File: config.mk
export PLATFORM = sky130hd
export DESIGN_NAME = multiline_tag_parser
export DESIGN_NICKNAME = d
export VERILOG_FILES = /design/src/rtl/mtp_pkg.sv /design/src/rtl/mtp_front.sv /design/src/rtl/mtp_queue.sv /design/src/rtl/mtp_back.sv /design/src/rtl/multiline_tag_parser.sv
export SDC_FILE = /design/constraint.sdc
export NUM_CORES = 1
export LEC_CHECK = 0
export BUFFER_PORTS_ARGS = -buffer_cell sky130_fd_sc_hd__buf_2
export CAP_MARGIN = 15
export CORE_AREA = 2 2 236 238
export DETAILED_ROUTE_END_ITERATION = 8
export DIE_AREA = 0 0 238 240
export PLACE_DENSITY = 0.55
export SLEW_MARGIN = 20
export SYNTH_ARGS = -nofsm -noshare
export SYNTH_HDL_FRONTEND = slang
export SYNTH_SLANG_ARGS = --single-unit
File: constraint.sdc
create_clock -name clk -period 4.4 [get_ports clk]
set_input_delay 0 -clock clk [delete_from_list [all_inputs] [get_ports clk]]
set_output_delay 0 -clock clk [all_outputs]
set_load 0.01 [all_outputs]
File: src/rtl/mtp_pkg.sv
// ============================================================================
// mtp_pkg: shared types and constants of the multiline tag parser
// Holds the character codes, result kinds, parser modes, the request format
// passed from the parsing front end to the emitting back end, and the
// name buffer write port format.
// ============================================================================
package mtp_pkg;

  // Name buffer geometry.
  localparam int NAME_MAX = 32;
  localparam int NAME_AW  = $clog2(NAME_MAX);
  localparam int NAME_CW  = $clog2(NAME_MAX + 1);

  // Indent counters.
  localparam int                IND_W           = 10;
  localparam logic [IND_W-1:0] NO_LIMIT_INDENT = IND_W'(999);
  localparam logic [IND_W-1:0] INDENT_SAT      = IND_W'(1023);

  // Request queue between front and back end.
  localparam int QDEPTH = 2;
  localparam int QAW    = (QDEPTH > 1) ? $clog2(QDEPTH) : 1;
  localparam int QCW    = $clog2(QDEPTH + 1);

  // Character codes.
  localparam logic [7:0] CH_NL    = 8'h0A;
  localparam logic [7:0] CH_TAB   = 8'h09;
  localparam logic [7:0] CH_SPACE = 8'h20;
  localparam logic [7:0] CH_COLON = 8'h3A;
  localparam logic [7:0] CH_UNDER = 8'h5F;
  localparam logic [7:0] CH_DASH  = 8'h2D;

  // Result kinds.
  localparam logic [1:0] KIND_NAME     = 2'd0;
  localparam logic [1:0] KIND_NAME_END = 2'd1;
  localparam logic [1:0] KIND_BODY     = 2'd2;
  localparam logic [1:0] KIND_TAG_END  = 2'd3;

  typedef enum logic [2:0] {
    MODE_NAME,
    MODE_AFTER,
    MODE_COPY,
    MODE_LSTART,
    MODE_LEAD
  } mode_t;

  typedef enum logic [2:0] {
    BK_IDLE,
    BK_END,
    BK_NAME,
    BK_CMPL,
    BK_BODY
  } bk_state_t;

  // One request describes every result caused by one input byte.
  typedef struct packed {
    logic               has_end;
    logic               has_name;
    logic               has_body;
    logic [NAME_CW-1:0] name_len;
    logic               trunc;
    logic [7:0]         body_byte;
  } cmd_t;

  typedef struct packed {
    logic               en;
    logic [NAME_AW-1:0] addr;
    logic [7:0]         data;
  } name_wr_t;

  function automatic logic is_name_char(logic [7:0] b);
    return ((b >= 8'h61) && (b <= 8'h7A)) || ((b >= 8'h41) && (b <= 8'h5A)) ||
           ((b >= 8'h30) && (b <= 8'h39)) || (b == CH_UNDER) || (b == CH_DASH);
  endfunction

endpackage

File: src/rtl/mtp_front.sv
// ============================================================================
// mtp_front: parsing front end
// Accepts stream bytes, runs the line parser and writes name bytes into the
// name buffer. Every byte that causes results becomes one queue request.
// ============================================================================
module mtp_front (
  input  logic              clk,
  input  logic              rst_n,
  input  logic              in_valid,
  output logic              in_stall,
  input  logic [7:0]        in_byte,
  input  logic              in_end_of_input,
  input  logic              q_full,
  output logic              q_push,
  output mtp_pkg::cmd_t     q_cmd,
  output mtp_pkg::name_wr_t name_wr,
  input  logic              name_done
);

  mtp_pkg::mode_t                    mode_r, mode_nxt;
  logic [mtp_pkg::NAME_CW-1:0]       name_count_r, name_count_nxt;
  logic                              all_legal_r, all_legal_nxt;
  logic                              overflow_r, overflow_nxt;
  logic                              first_pending_r, first_pending_nxt;
  logic [mtp_pkg::IND_W-1:0]         hang_r, hang_nxt;
  logic [mtp_pkg::IND_W-1:0]         seen_r, seen_nxt;
  logic                              tag_open_r, tag_open_nxt;
  logic                              name_busy_r, name_busy_nxt;

  logic                              acc;
  logic                              is_ws, is_nl, is_colon, is_nc;
  logic                              closing, do_lead, do_search;
  logic [mtp_pkg::NAME_CW-1:0]       srch_cnt;
  logic                              srch_legal, srch_ovf;
  logic [mtp_pkg::IND_W-1:0]         lead_seen;
  mtp_pkg::mode_t                    lead_mode;
  logic                              search_open;

  // Input is held off while a name burst drains or the queue is full.
  assign in_stall = name_busy_r || q_full;
  assign acc      = in_valid && !in_stall;

  assign is_ws    = (in_byte == mtp_pkg::CH_SPACE) || (in_byte == mtp_pkg::CH_TAB);
  assign is_nl    = (in_byte == mtp_pkg::CH_NL);
  assign is_colon = (in_byte == mtp_pkg::CH_COLON);
  assign is_nc    = mtp_pkg::is_name_char(in_byte);

  // A closing line starts a fresh search with a cleared name.
  assign closing    = !in_end_of_input && (mode_r == mtp_pkg::MODE_LSTART) && !is_ws && !is_nl;
  assign do_lead    = !in_end_of_input &&
                      ((mode_r == mtp_pkg::MODE_LEAD) ||
                       ((mode_r == mtp_pkg::MODE_LSTART) && (is_ws || is_nl)));
  assign do_search  = !in_end_of_input && (closing ||
                      ((mode_r != mtp_pkg::MODE_AFTER) && (mode_r != mtp_pkg::MODE_COPY) &&
                       (mode_r != mtp_pkg::MODE_LSTART) && (mode_r != mtp_pkg::MODE_LEAD)));
  assign srch_cnt   = (mode_r == mtp_pkg::MODE_LSTART) ? '0 : name_count_r;
  assign srch_legal = (mode_r == mtp_pkg::MODE_LSTART) ? 1'b1 : all_legal_r;
  assign srch_ovf   = (mode_r == mtp_pkg::MODE_LSTART) ? 1'b0 : overflow_r;
  assign lead_seen  = (mode_r == mtp_pkg::MODE_LSTART) ? '0 : seen_r;
  assign search_open = srch_legal && is_colon;

  always_comb begin
    if (first_pending_r) begin
      if (is_ws) begin
        lead_mode = mtp_pkg::MODE_LEAD;
      end else if (is_nl) begin
        lead_mode = mtp_pkg::MODE_LSTART;
      end else begin
        lead_mode = mtp_pkg::MODE_COPY;
      end
    end else if (is_ws && (lead_seen < hang_r)) begin
      lead_mode = mtp_pkg::MODE_LEAD;
    end else if (is_nl) begin
      lead_mode = mtp_pkg::MODE_LSTART;
    end else begin
      lead_mode = mtp_pkg::MODE_COPY;
    end
  end

  // Next parser mode.
  always_comb begin
    mode_nxt = mode_r;
    if (acc) begin
      if (in_end_of_input) begin
        mode_nxt = mtp_pkg::MODE_NAME;
      end else begin
        case (mode_r)
          mtp_pkg::MODE_AFTER: begin
            if (is_nl) begin
              mode_nxt = mtp_pkg::MODE_LSTART;
            end else if (!is_ws) begin
              mode_nxt = mtp_pkg::MODE_COPY;
            end
          end
          mtp_pkg::MODE_COPY: begin
            if (is_nl) begin
              mode_nxt = mtp_pkg::MODE_LSTART;
            end
          end
          mtp_pkg::MODE_LSTART: begin
            if (is_ws || is_nl) begin
              mode_nxt = lead_mode;
            end else begin
              mode_nxt = search_open ? mtp_pkg::MODE_AFTER : mtp_pkg::MODE_NAME;
            end
          end
          mtp_pkg::MODE_LEAD: begin
            mode_nxt = lead_mode;
          end
          default: begin
            mode_nxt = search_open ? mtp_pkg::MODE_AFTER : mtp_pkg::MODE_NAME;
          end
        endcase
      end
    end
  end

  // Datapath state, requests and name buffer writes.
  always_comb begin
    name_count_nxt    = name_count_r;
    all_legal_nxt     = all_legal_r;
    overflow_nxt      = overflow_r;
    first_pending_nxt = first_pending_r;
    hang_nxt          = hang_r;
    seen_nxt          = seen_r;
    tag_open_nxt      = tag_open_r;
    q_cmd             = '0;
    name_wr           = '0;

    if (acc && in_end_of_input) begin
      q_cmd.has_end  = tag_open_r;
      tag_open_nxt   = 1'b0;
      name_count_nxt = '0;
      all_legal_nxt  = 1'b1;
      overflow_nxt   = 1'b0;
    end

    if (acc && !in_end_of_input && (mode_r == mtp_pkg::MODE_AFTER) && !is_ws && !is_nl) begin
      q_cmd.has_body    = 1'b1;
      q_cmd.body_byte   = in_byte;
      first_pending_nxt = 1'b0;
      hang_nxt          = mtp_pkg::NO_LIMIT_INDENT;
    end

    if (acc && !in_end_of_input && (mode_r == mtp_pkg::MODE_COPY)) begin
      q_cmd.has_body  = 1'b1;
      q_cmd.body_byte = in_byte;
    end

    if (acc && closing) begin
      q_cmd.has_end  = 1'b1;
      tag_open_nxt   = 1'b0;
      name_count_nxt = '0;
      all_legal_nxt  = 1'b1;
      overflow_nxt   = 1'b0;
    end

    if (acc && do_lead) begin
      seen_nxt = lead_seen;
      if (first_pending_r) begin
        if (is_ws) begin
          seen_nxt = (lead_seen == mtp_pkg::INDENT_SAT) ? lead_seen
                                                         : lead_seen + mtp_pkg::IND_W'(1);
        end else if (!is_nl) begin
          hang_nxt          = lead_seen;
          first_pending_nxt = 1'b0;
          q_cmd.has_body    = 1'b1;
          q_cmd.body_byte   = in_byte;
        end
      end else if (is_ws && (lead_seen < hang_r)) begin
        seen_nxt = lead_seen + mtp_pkg::IND_W'(1);
      end else begin
        q_cmd.has_body  = 1'b1;
        q_cmd.body_byte = in_byte;
      end
    end

    if (acc && do_search) begin
      if (is_nl) begin
        name_count_nxt = '0;
        all_legal_nxt  = 1'b1;
        overflow_nxt   = 1'b0;
      end else if (srch_legal) begin
        if (is_colon) begin
          q_cmd.has_name    = 1'b1;
          q_cmd.name_len    = srch_cnt;
          q_cmd.trunc       = srch_ovf;
          name_count_nxt    = '0;
          all_legal_nxt     = 1'b1;
          overflow_nxt      = 1'b0;
          tag_open_nxt      = 1'b1;
          first_pending_nxt = 1'b1;
          hang_nxt          = '0;
          seen_nxt          = '0;
        end else if (!is_nc) begin
          all_legal_nxt = 1'b0;
        end else if (srch_cnt < mtp_pkg::NAME_CW'(mtp_pkg::NAME_MAX)) begin
          name_wr.en     = 1'b1;
          name_wr.addr   = srch_cnt[mtp_pkg::NAME_AW-1:0];
          name_wr.data   = in_byte;
          name_count_nxt = srch_cnt + mtp_pkg::NAME_CW'(1);
        end else begin
          overflow_nxt = 1'b1;
        end
      end
    end
  end

  assign q_push = q_cmd.has_end || q_cmd.has_name || q_cmd.has_body;

  always_comb begin
    name_busy_nxt = name_busy_r;
    if (acc && q_cmd.has_name) begin
      name_busy_nxt = 1'b1;
    end else if (name_done) begin
      name_busy_nxt = 1'b0;
    end
  end

  always_ff @(posedge clk) begin
    if (!rst_n) begin
      mode_r          <= mtp_pkg::MODE_NAME;
      name_count_r    <= '0;
      all_legal_r     <= 1'b1;
      overflow_r      <= 1'b0;
      first_pending_r <= 1'b1;
      hang_r          <= '0;
      seen_r          <= '0;
      tag_open_r      <= 1'b0;
      name_busy_r     <= 1'b0;
    end else begin
      mode_r          <= mode_nxt;
      name_count_r    <= name_count_nxt;
      all_legal_r     <= all_legal_nxt;
      overflow_r      <= overflow_nxt;
      first_pending_r <= first_pending_nxt;
      hang_r          <= hang_nxt;
      seen_r          <= seen_nxt;
      tag_open_r      <= tag_open_nxt;
      name_busy_r     <= name_busy_nxt;
    end
  end

  // Any mode other than name search means a tag is open.
  a_open_mode: assert property (@(posedge clk) disable iff (!rst_n)
    (mode_r != mtp_pkg::MODE_NAME) |-> tag_open_r)
    else $error("parser mode left name search without an open tag");

  a_count_range: assert property (@(posedge clk) disable iff (!rst_n)
    name_count_r <= mtp_pkg::NAME_CW'(mtp_pkg::NAME_MAX))
    else $error("name count beyond buffer size");

  a_done_busy: assert property (@(posedge clk) disable iff (!rst_n)
    name_done |-> name_busy_r)
    else $error("name burst finished while none was pending");

endmodule

File: src/rtl/mtp_queue.sv
// ============================================================================
// mtp_queue: request queue
// Short register FIFO that decouples the parsing front end from the back end.
// ============================================================================
module mtp_queue (
  input  logic          clk,
  input  logic          rst_n,
  input  logic          push,
  input  mtp_pkg::cmd_t push_cmd,
  input  logic          pop,
  output mtp_pkg::cmd_t head,
  output logic          full,
  output logic          empty
);

  mtp_pkg::cmd_t              entry_r [mtp_pkg::QDEPTH];
  logic [mtp_pkg::QAW-1:0]    wp_r, wp_nxt;
  logic [mtp_pkg::QAW-1:0]    rp_r, rp_nxt;
  logic [mtp_pkg::QCW-1:0]    cnt_r, cnt_nxt;
  logic                       do_push, do_pop;

  assign full    = (cnt_r == mtp_pkg::QCW'(mtp_pkg::QDEPTH));
  assign empty   = (cnt_r == '0);
  assign do_push = push && !full;
  assign do_pop  = pop && !empty;
  assign head    = entry_r[rp_r];

  always_comb begin
    wp_nxt  = wp_r;
    rp_nxt  = rp_r;
    cnt_nxt = cnt_r;
    if (do_push) begin
      wp_nxt = (wp_r == mtp_pkg::QAW'(mtp_pkg::QDEPTH - 1)) ? '0 : wp_r + mtp_pkg::QAW'(1);
    end
    if (do_pop) begin
      rp_nxt = (rp_r == mtp_pkg::QAW'(mtp_pkg::QDEPTH - 1)) ? '0 : rp_r + mtp_pkg::QAW'(1);
    end
    if (do_push && !do_pop) begin
      cnt_nxt = cnt_r + mtp_pkg::QCW'(1);
    end else if (do_pop && !do_push) begin
      cnt_nxt = cnt_r - mtp_pkg::QCW'(1);
    end
  end

  always_ff @(posedge clk) begin
    if (!rst_n) begin
      wp_r  <= '0;
      rp_r  <= '0;
      cnt_r <= '0;
    end else begin
      wp_r  <= wp_nxt;
      rp_r  <= rp_nxt;
      cnt_r <= cnt_nxt;
    end
  end

  always_ff @(posedge clk) begin
    if (do_push) begin
      entry_r[wp_r] <= push_cmd;
    end
  end

endmodule

File: src/rtl/mtp_back.sv
// ============================================================================
// mtp_back: emitting back end
// Owns the name buffer, takes requests from the queue and plays each one out
// as a run of results into the output register.
// ============================================================================
module mtp_back (
  input  logic              clk,
  input  logic              rst_n,
  input  logic              q_empty,
  input  mtp_pkg::cmd_t     q_head,
  output logic              q_pop,
  input  mtp_pkg::name_wr_t name_wr,
  output logic              name_done,
  output logic              out_valid,
  input  logic              out_stall,
  output logic [7:0]        out_byte,
  output logic [1:0]        out_kind,
  output logic              out_last_of_run,
  output logic              out_name_truncated
);

  mtp_pkg::bk_state_t             state_r, state_nxt, phase_after;
  mtp_pkg::cmd_t                  cmd_r;
  logic [mtp_pkg::NAME_AW-1:0]    np_r, np_nxt;
  logic [7:0]                     name_mem [mtp_pkg::NAME_MAX];
  logic [7:0]                     rd_data_r;

  logic                           out_valid_r;
  logic [7:0]                     out_byte_r, out_byte_nxt;
  logic [1:0]                     out_kind_r, out_kind_nxt;
  logic                           out_last_r;
  logic                           out_trunc_r, out_trunc_nxt;
  logic                           out_free, emit;

  function automatic mtp_pkg::bk_state_t first_phase(mtp_pkg::cmd_t c);
    if (c.has_end) begin
      return mtp_pkg::BK_END;
    end else if (c.has_name) begin
      return (c.name_len != '0) ? mtp_pkg::BK_NAME : mtp_pkg::BK_CMPL;
    end else if (c.has_body) begin
      return mtp_pkg::BK_BODY;
    end
    return mtp_pkg::BK_IDLE;
  endfunction

  assign out_free = !out_valid_r || !out_stall;
  assign emit     = (state_r != mtp_pkg::BK_IDLE) && out_free;

  // Phase that follows the current one within the loaded request.
  always_comb begin
    case (state_r)
      mtp_pkg::BK_END: begin
        if (cmd_r.has_name) begin
          phase_after = (cmd_r.name_len != '0) ? mtp_pkg::BK_NAME : mtp_pkg::BK_CMPL;
        end else begin
          phase_after = cmd_r.has_body ? mtp_pkg::BK_BODY : mtp_pkg::BK_IDLE;
        end
      end
      mtp_pkg::BK_NAME: begin
        phase_after = (mtp_pkg::NAME_CW'(np_r) + mtp_pkg::NAME_CW'(1) == cmd_r.name_len)
                      ? mtp_pkg::BK_CMPL : mtp_pkg::BK_NAME;
      end
      mtp_pkg::BK_CMPL: begin
        phase_after = cmd_r.has_body ? mtp_pkg::BK_BODY : mtp_pkg::BK_IDLE;
      end
      default: begin
        phase_after = mtp_pkg::BK_IDLE;
      end
    endcase
  end

  // A new request is loaded when idle or as the last result of the old one goes out.
  assign q_pop = !q_empty &&
                 ((state_r == mtp_pkg::BK_IDLE) || (emit && (phase_after == mtp_pkg::BK_IDLE)));

  always_comb begin
    state_nxt = state_r;
    if (q_pop) begin
      state_nxt = first_phase(q_head);
    end else if (emit) begin
      state_nxt = phase_after;
    end
  end

  // Result for the current phase.
  always_comb begin
    out_byte_nxt  = '0;
    out_kind_nxt  = mtp_pkg::KIND_BODY;
    out_trunc_nxt = 1'b0;
    case (state_r)
      mtp_pkg::BK_END: begin
        out_kind_nxt = mtp_pkg::KIND_TAG_END;
      end
      mtp_pkg::BK_NAME: begin
        out_kind_nxt = mtp_pkg::KIND_NAME;
        out_byte_nxt = rd_data_r;
      end
      mtp_pkg::BK_CMPL: begin
        out_kind_nxt  = mtp_pkg::KIND_NAME_END;
        out_trunc_nxt = cmd_r.trunc;
      end
      mtp_pkg::BK_BODY: begin
        out_byte_nxt = cmd_r.body_byte;
      end
      default: begin
        out_kind_nxt = mtp_pkg::KIND_BODY;
      end
    endcase
  end

  assign name_done = emit && (state_r == mtp_pkg::BK_CMPL);

  always_comb begin
    np_nxt = np_r;
    if (q_pop) begin
      np_nxt = '0;
    end else if (emit && (state_r == mtp_pkg::BK_NAME)) begin
      np_nxt = np_r + mtp_pkg::NAME_AW'(1);
    end
  end

  always_ff @(posedge clk) begin
    if (!rst_n) begin
      state_r     <= mtp_pkg::BK_IDLE;
      out_valid_r <= 1'b0;
    end else begin
      state_r <= state_nxt;
      if (emit) begin
        out_valid_r <= 1'b1;
      end else if (!out_stall) begin
        out_valid_r <= 1'b0;
      end
    end
  end

  always_ff @(posedge clk) begin
    np_r <= np_nxt;
    if (q_pop) begin
      cmd_r <= q_head;
    end
    if (emit) begin
      out_byte_r  <= out_byte_nxt;
      out_kind_r  <= out_kind_nxt;
      out_last_r  <= (phase_after == mtp_pkg::BK_IDLE);
      out_trunc_r <= out_trunc_nxt;
    end
  end

  // Name buffer; the read always follows the next name pointer.
  always_ff @(posedge clk) begin
    if (name_wr.en) begin
      name_mem[name_wr.addr] <= name_wr.data;
    end
    rd_data_r <= name_mem[np_nxt];
  end

  assign out_valid          = out_valid_r;
  assign out_byte           = out_byte_r;
  assign out_kind           = out_kind_r;
  assign out_last_of_run    = out_last_r;
  assign out_name_truncated = out_trunc_r;

  a_np_range: assert property (@(posedge clk) disable iff (!rst_n)
    (state_r == mtp_pkg::BK_NAME) |-> (mtp_pkg::NAME_CW'(np_r) < cmd_r.name_len))
    else $error("name pointer ran past the name length");

  a_trunc_kind: assert property (@(posedge clk) disable iff (!rst_n)
    (out_valid_r && (out_kind_r != mtp_pkg::KIND_NAME_END)) |-> !out_trunc_r)
    else $error("truncation flag on a result that is not name complete");

  a_marker_zero: assert property (@(posedge clk) disable iff (!rst_n)
    (out_valid_r && ((out_kind_r == mtp_pkg::KIND_NAME_END) ||
                     (out_kind_r == mtp_pkg::KIND_TAG_END))) |-> (out_byte_r == 8'h00))
    else $error("marker result carries a nonzero byte");

endmodule

File: src/rtl/multiline_tag_parser.sv
// ============================================================================
// multiline_tag_parser: finds "name: body" tags in a text byte stream
// Top level joining the parsing front end, request queue and emitting back end.
// ============================================================================
// The block takes one text byte per request and returns tag results: name
// bytes, a name-complete marker, body bytes with the hanging indent stripped,
// and a tag-end marker. Body text flows at one byte per cycle while the output
// is not stalled and the queue is not full. At the colon that closes a name,
// the buffered name is played out of the name buffer one byte per cycle
// through its single read port while the output is not stalled, and the
// input stays stalled until the name-complete marker has gone out.
// Requests still waiting in the queue and a stalled output lengthen that
// stall. A request with in_end_of_input set closes an open tag and clears
// a partial name. The name buffer needs no clearing after reset; the block
// is ready as reset ends.
module multiline_tag_parser (
  input  logic       clk,
  input  logic       rst_n,
  input  logic       in_valid,
  output logic       in_stall,
  input  logic [7:0] in_byte,
  input  logic       in_end_of_input,
  output logic       out_valid,
  input  logic       out_stall,
  output logic [7:0] out_byte,
  output logic [1:0] out_kind,
  output logic       out_last_of_run,
  output logic       out_name_truncated
);

  // Requests from the front end to the back end, one per byte that has results.
  mtp_pkg::cmd_t     push_cmd;
  mtp_pkg::cmd_t     head_cmd;
  logic              q_push, q_pop, q_full, q_empty;

  // The front end writes name bytes straight into the back end's buffer.
  mtp_pkg::name_wr_t name_wr;
  // Pulses when the name-complete marker leaves, releasing the input.
  logic              name_done;

  // The front end parses each accepted byte in its cycle and holds the
  // parser state: mode, name count and flags, and the indent counters.
  mtp_front u_front (
    .clk             (clk),
    .rst_n           (rst_n),
    .in_valid        (in_valid),
    .in_stall        (in_stall),
    .in_byte         (in_byte),
    .in_end_of_input (in_end_of_input),
    .q_full          (q_full),
    .q_push          (q_push),
    .q_cmd           (push_cmd),
    .name_wr         (name_wr),
    .name_done       (name_done)
  );

  // The queue lets the front end run ahead while results wait on out_stall.
  mtp_queue u_queue (
    .clk      (clk),
    .rst_n    (rst_n),
    .push     (q_push),
    .push_cmd (push_cmd),
    .pop      (q_pop),
    .head     (head_cmd),
    .full     (q_full),
    .empty    (q_empty)
  );

  // The back end turns each request into its run of results and marks the
  // final one of the run.
  mtp_back u_back (
    .clk                (clk),
    .rst_n              (rst_n),
    .q_empty            (q_empty),
    .q_head             (head_cmd),
    .q_pop              (q_pop),
    .name_wr            (name_wr),
    .name_done          (name_done),
    .out_valid          (out_valid),
    .out_stall          (out_stall),
    .out_byte           (out_byte),
    .out_kind           (out_kind),
    .out_last_of_run    (out_last_of_run),
    .out_name_truncated (out_name_truncated)
  );

endmodule
==> out/metrics.yaml, run 1 <==
vdd_drop_max_v: 0.000290
fp.dieH_um: 240
route.detailed.drc: 0
swShare_pct: 29.5
cp_slowest_stage_delay_ps: 570
hold_viol: 0
dpl.hpwl_um: 27400
die_x_um: 238
hold_class: "input pin to flop"
synth_edf_count: 321
leakage_uw: 0.00667
crit_buf_inv: 1
final_common_cell: "edfxtp_1"
detailedPlace.worstSlack_ps: 535
fin_tns_setup_ps: 0
drt_pass1_iterations: 7
final-max-slew-violation-count: 0
htreeDepth: 2
worst_setup_hold_path_clk_slew_ps: 60
synth_cell_type_count: 75
cpMostUsedCell: "a21o_1"
clk_latency_ps: 550
grt_max_degree: 65
seq_area_frac_synth_pct: 66.5
syn_area_um2: 16200
p_clk_share_pct: 35.4
cp_data_arrival_time_ps: 4400
place.gp.congestion: 0.835
start_util_pct: 29.6
syn_area_per_cell_um2: 12.8
min_period_ps: 3920
synthCells: 1262
setup_viol: 0
grt_pass1_vias: 10200
max_freq_mhz: 255
multi_input_area_um2: 5120
nFillCells: 5358
yosys_warnings: 0
clock-root-buffer: "clkbuf_16"
crit_path_top_delay_cell: "dfxtp_1"
synth-main-ff-cell: "edfxtp_1"
antenna_cells: 0
clockBufferDepth: 3
wl_per_cell_um: 19.7
cp_max_fo: 15
rsz0062_at_grt: "false"
crit_type: "flop to flop"
rows: 86
first_iter_violations: 1045
grt_pass1_wl_um: 62300
cp-end-kind: "flop"
yosys-top-cells-area: "edfxtp_1 60%, dfxtp_1 6.9%, mux2i_1 3.6%"
viasPerCell: 5.12
clkSinkCount: 377
drv_cap: 0
core_um2: 54700
fin_crit_sh_pct: 89.1
drtAntennaViolNets: 0
grtUsageTotal_pct: 14.3
power_per_cell_area_nw_per_um2: 520
grt_overflow: 0
worst_slew_pin_slew_ps: 1090
start_kind: "flop"
io_buffers: 26
slew_headroom_pct: 27.1
status: "finished clean"
antenna_found_initial: 0
regArea_um2: 10800
skew_ps: 11.4
drive_above_1_share_pct: 14.3
crit_family: "simple AND/OR/NAND/NOR gates"
dieArea_um2: 57100
num-nets-final: 1378
required_ps: 4880
setup_slack_ps: 481
num_vias: 10700
seqPwrFrac_pct: 43.0
yosys.area.top_type: "edfxtp_1"
layout_common_cells: "321 x edfxtp_1, 119 x nand2_1, 59 x nor2_1, 59 x mux2i_1"
p_switching_uw: 2910
async_flop_share_pct: 0
yosysTopAreaCellShare_pct: 59.6
syn_to_final_growth_pct: 17.0
io-pin-count: 27
p_int_uw: 6940
cts_buffers: 40
wl_um: 41100
ys_seq_elements: 377
combPwrFrac_pct: 21.6
path_cells: "nand3b_1 -> nand2_1 -> inv_1 -> ha_1 -> a21o_1 -> a21o_1 -> a21o_1 -> a211oi_1 -> or3_1 -> nand4_1 -> ha_1 -> or3_1 -> a21boi_0"
cts_tree: "built"
==> synthesized netlist by cell type, types with 6 or more instances <==
master / instances
edfxtp_1: 321
a211o_1: 8
nand3_1: 53
dfxtp_1: 56
nand2b_1: 6
o21ai_0: 30
nor3_1: 19
clkbuf_1: 54
or3_1: 10
nor2_1: 67
mux2i_1: 59
a21oi_1: 46
nor2b_1: 11
a21boi_0: 10
nor4_1: 28
buf_2: 17
and2_1: 19
a31oi_1: 22
mux2_2: 17
inv_1: 42
nand4_1: 9
ha_1: 13
xnor2_1: 10
a22oi_1: 29
a31o_2: 11
nand2_1: 119
or2_2: 7
o22ai_1: 42
a221oi_1: 25
a32oi_1: 9
==> final timing paths <==
kind         slack (ps)  cells after the start                               end                            from
max reg2reg         480                     13     u_queue.cnt_r[1]$_SDFFE_PN0P_  u_front.mode_r[1]$_SDFFE_PN0P_
min                  70                      5  u_queue.entry_r[0][17]$_DFFE_PP_                 in_end_of_input
max                 480                     13     u_queue.cnt_r[1]$_SDFFE_PN0P_  u_front.mode_r[1]$_SDFFE_PN0P_
min reg2reg         480                      2     u_front.tag_open_r$_SDFF_PN0_   u_front.tag_open_r$_SDFF_PN0_
==> per-stage QoR <==
| stage | std cells | util [%] | total power (uW) | hold WS [ps] | area (um^2) |
|---|---|---|---|---|---|
| 2_1_floorplan | 1293 | - | 5670 | 219 | 16300 |
| 3_3_place_gp | 2002 | 32.0 | 6440 | 414 | 17500 |
| 3_5_place_dp | 2002 | 32.0 | 6440 | 417 | 17500 |
| 4_1_cts | 2085 | 34.6 | 9940 | 36.1 | 18900 |
| 5_1_grt | 2085 | 34.6 | 10300 | 84.7 | 18900 |
| 6_report | 2085 | 34.6 | 9860 | 73.1 | 18900 |
==> area by class of cell <==
class	count	area share, %
repair buffers	94	3.54
clock inverters	22	1.48
well taps	704	4.65
clock buffers	49	5.63
inverters	43	0.852
flip-flops and latches	377	56.8
multi-input cells	796	27.0
==> state kept, by name, indices dropped and copies added, names as in the netlist, named ones only <==
register / cells
u_front.mode_r: 3
u_back.out_valid: 1
u_back.out_byte: 8
u_front.seen_r: 10
u_front.first_pending_r: 1
u_queue.wp_r: 1
u_front.name_count_r: 6
u_back.out_last_of_run: 1
u_front.tag_open_r: 1
u_back.state_r: 3
u_back.np_r: 5
u_front.hang_r: 10
u_front.all_legal_r: 1
u_queue.rp_r: 1
u_back.out_kind: 2
u_queue.entry_r: 36
u_queue.cnt_r: 2
u_back.cmd_r: 17
u_front.overflow_r: 1
u_back.name_mem: 256
u_back.out_name_truncated: 1
u_front.name_busy_r: 1
u_back.rd_data_r: 8
==> worst register-to-register path: cells and delay by family (launching register included) <==
family                     cells  cell delay (ps)
and+or+nand+nor                5             1440
AOI/OAI and AO/OA              5             1010
adders and majority gates      2              720
DFF                            1              570
buffers and inverters          1               90
==> logic make-up (layout without fill, tap and decap cells) <==
logic type / after synthesis / in the layout / share of synthesized area (%)
AND/OR/NAND/NOR: 376 / 376 / 11.5
flip-flops: 377 / 377 / 66.5
buffers and inverters: 120 / 208 / 3.10
XOR/XNOR: 14 / 14 / 0.758
other: 1 / 32 / 0.0232
multiplexers: 76 / 76 / 4.83
adder cells (fa/ha/maj): 13 / 13 / 1.00
AO/OA/AOI/OAI: 285 / 285 / 12.3
==> repair_timing <==
action | CTS | global route
hold buffers | 12 | 0
endpoints found under the hold margin | 30 | 0
setup buffers | 0 | 0
resized for setup | 0 | 0
==> power by group through the flow <==
stage	clock network (uW)	logic (uW)	registers (uW)
6_report	3490	2130	4230
5_1_grt	3690	2310	4250
4_1_cts	3560	2140	4240
3_5_place_dp	0	2120	4310
3_3_place_gp	0	2120	4310
2_1_floorplan	0	1440	4230
==> metal layers <==
layer  share of wire (%)  track usage, %  vias to the layer above
li1                    -               -                     5030
met1                  45            19.9                     5291
met2                  46            22.7                      298
met3                 5.8            2.18                       57
met4                 2.6            4.85                        0
met5                   0               0                        -
(Power assumes the default switching activity.)
==> run 2: changes to the inputs <==
--- a/config.mk
+++ b/config.mk
@@ -7,10 +7,10 @@
 export LEC_CHECK = 0
 export BUFFER_PORTS_ARGS = -buffer_cell sky130_fd_sc_hd__buf_2
 export CAP_MARGIN = 15
-export CORE_AREA = 2 2 236 238
+export CORE_AREA = 2 2 183 185
 export DETAILED_ROUTE_END_ITERATION = 8
-export DIE_AREA = 0 0 238 240
-export PLACE_DENSITY = 0.55
+export DIE_AREA = 0 0 185 187
+export PLACE_DENSITY = 0.76
 export SLEW_MARGIN = 20
 export SYNTH_ARGS = -nofsm -noshare
 export SYNTH_HDL_FRONTEND = slang
==> out/metrics.yaml, run 2 (synthesis gave the netlist of run 1 again) <==
status: "finished clean"
clk_latency_ps: 530
hold_class: "input pin to flop"
antenna_found_initial: 0
fp.dieH_um: 187
grt_pass1_wl_um: 59800
start_util_pct: 49.3
cts_tree: "built"
multi_input_area_um2: 5100
grt_util_met2_pct: 35.9
clkSinkCount: 377
p_clk_share_pct: 33.0
min_period_ps: 4070
power_per_cell_area_nw_per_um2: 511
cp-end-kind: "flop"
finalInstanceArea_um2: 18400
drtAntennaViolNets: 0
met1_usage_pct: 31.3
antenna_cells: 0
hold_depth: 3
crit_path_top_delay_cell: "dfxtp_1"
layout_common_cells: "321 x edfxtp_1, 119 x nand2_1, 59 x mux2i_1, 58 x nor2_1, 56 x dfxtp_1"
drv_cap: 0
fin_crit_sh_pct: 92.4
core_um2: 32900
clock-root-buffer: "clkbuf_16"
first_iter_violations: 1291
skew_ps: 23.0
worst_setup_hold_path_clk_slew_ps: 60
cts_buffers: 39
p_switching_uw: 2820
num-nets-final: 1370
swShare_pct: 30.0
vdd_drop_max_v: 0.000247
num_vias: 10900
detailedPlace.worstSlack_ps: 350
htreeDepth: 2
rsz0062_at_grt: "false"
slew_headroom_pct: 25.6
grt_pass1_vias: 10600
cp_slowest_stage_delay_ps: 580
io_buffers: 26
place_area_um2: 17100
grtUsageTotal_pct: 22.5
rows: 67
reg_top3: "u_back.name_mem (256), u_queue.entry_r (36), u_back.cmd_r (17)"
cts_setup_buffers: 0
hold_viol: 0
crit_type: "flop to flop"
wl_um: 38500
power.total_uw: 9410
wl_per_cell_um: 21.1
regArea_um2: 10800
final_common_cell: "edfxtp_1"
fin_tns_setup_ps: 0
regMostFlops: "u_back.name_mem"
io-pin-count: 27
dpl.hpwl_um: 25200
final-max-slew-violation-count: 0
drive_above_1_share_pct: 14.1
p_int_uw: 6590
setup_viol: 0
seqPwrFrac_pct: 45.0
path_cells: "nand3b_1 -> and2_1 -> ha_1 -> nand4_1 -> a21oi_1 -> a211oi_1 -> buf_4 -> or3_1 -> nand4_1 -> nor2b_1 -> buf_4"
reg2reg_depth: 11
syn_to_final_growth_pct: 13.7
clockBufferDepth: 3
largest_register_ffs: 256
combPwrFrac_pct: 22.0
grt_overflow: 0
viasPerCell: 6.00
setup_slack_ps: 333
drt_pass1_iterations: 5
grt-busiest-layer: "met2"
nFillCells: 2670
met3_usage_pct: 3.99
dieArea_um2: 34600
cp_data_arrival_time_ps: 4280
start_kind: "flop"
route.detailed.drc: 0
required_ps: 4610
die_x_um: 185
max_freq_mhz: 246
grt_max_degree: 57
cp_max_fo: 13
worst_slew_pin_slew_ps: 1110
cts_resized: 0
place.gp.congestion: 0.880
leakage_uw: 0.00659
-- run 2: worst paths after layout --
check             slack, ps                                to                            from
hold / removal           30   u_queue.entry_r[0][2]$_DFFE_PP_                      in_byte[2]
setup reg to reg        330  u_queue.entry_r[0][14]$_DFFE_PP_  u_front.mode_r[0]$_SDFFE_PN0P_
hold reg to reg         490     u_front.tag_open_r$_SDFF_PN0_   u_front.tag_open_r$_SDFF_PN0_
setup / recovery        330  u_queue.entry_r[0][14]$_DFFE_PP_  u_front.mode_r[0]$_SDFFE_PN0P_
-- run 2: area by class of cell --
class,count,area share [%]
inverters,43,0.877
multi-input cells,796,27.7
clock buffers,48,5.60
flip-flops and latches,377,58.5
repair buffers,87,3.30
clock inverters,24,0.972
well taps,448,3.05
-- run 2: power by group through the flow --
stage	combinational (uW)	clock (uW)	sequential, uW
global placement	1990	0	4290
CTS	2050	3140	4230
finish	2070	3100	4230
detailed placement	2030	0	4300
global route	2240	3300	4250
floorplan	1440	0	4230
-- run 2: critical path, delay by kind of cell (launching register included) --
kind,cells,cell delay [ps]
fa+ha+maj,1,330
compound gates,2,330
simple gates,6,2010
buf+inv,2,480
flops,1,580
-- run 2: what timing repair did --
item / in CTS / in global routing
hold endpoints to repair: 22 / 0
hold buffers: 8 / 0
setup endpoints to repair: 0 / 0
-- run 2: routing by layer --
layer  wire length (um)  vias to the layer above
met4               1210                        0
met1              15900                     5347
met2              18400                      500
met3               3060                       76
met5                  0                        -
li1                   -                     5019
-- run 2: through the flow --
stage               util (%)  cells  hold WS (ps)
floorplan                  -   1293           219
finish                  56.0   1823          32.2
global placement        52.1   1743           408
detailed placement      52.1   1743           411
CTS                     56.0   1823          15.6
global route            56.0   1823          31.7
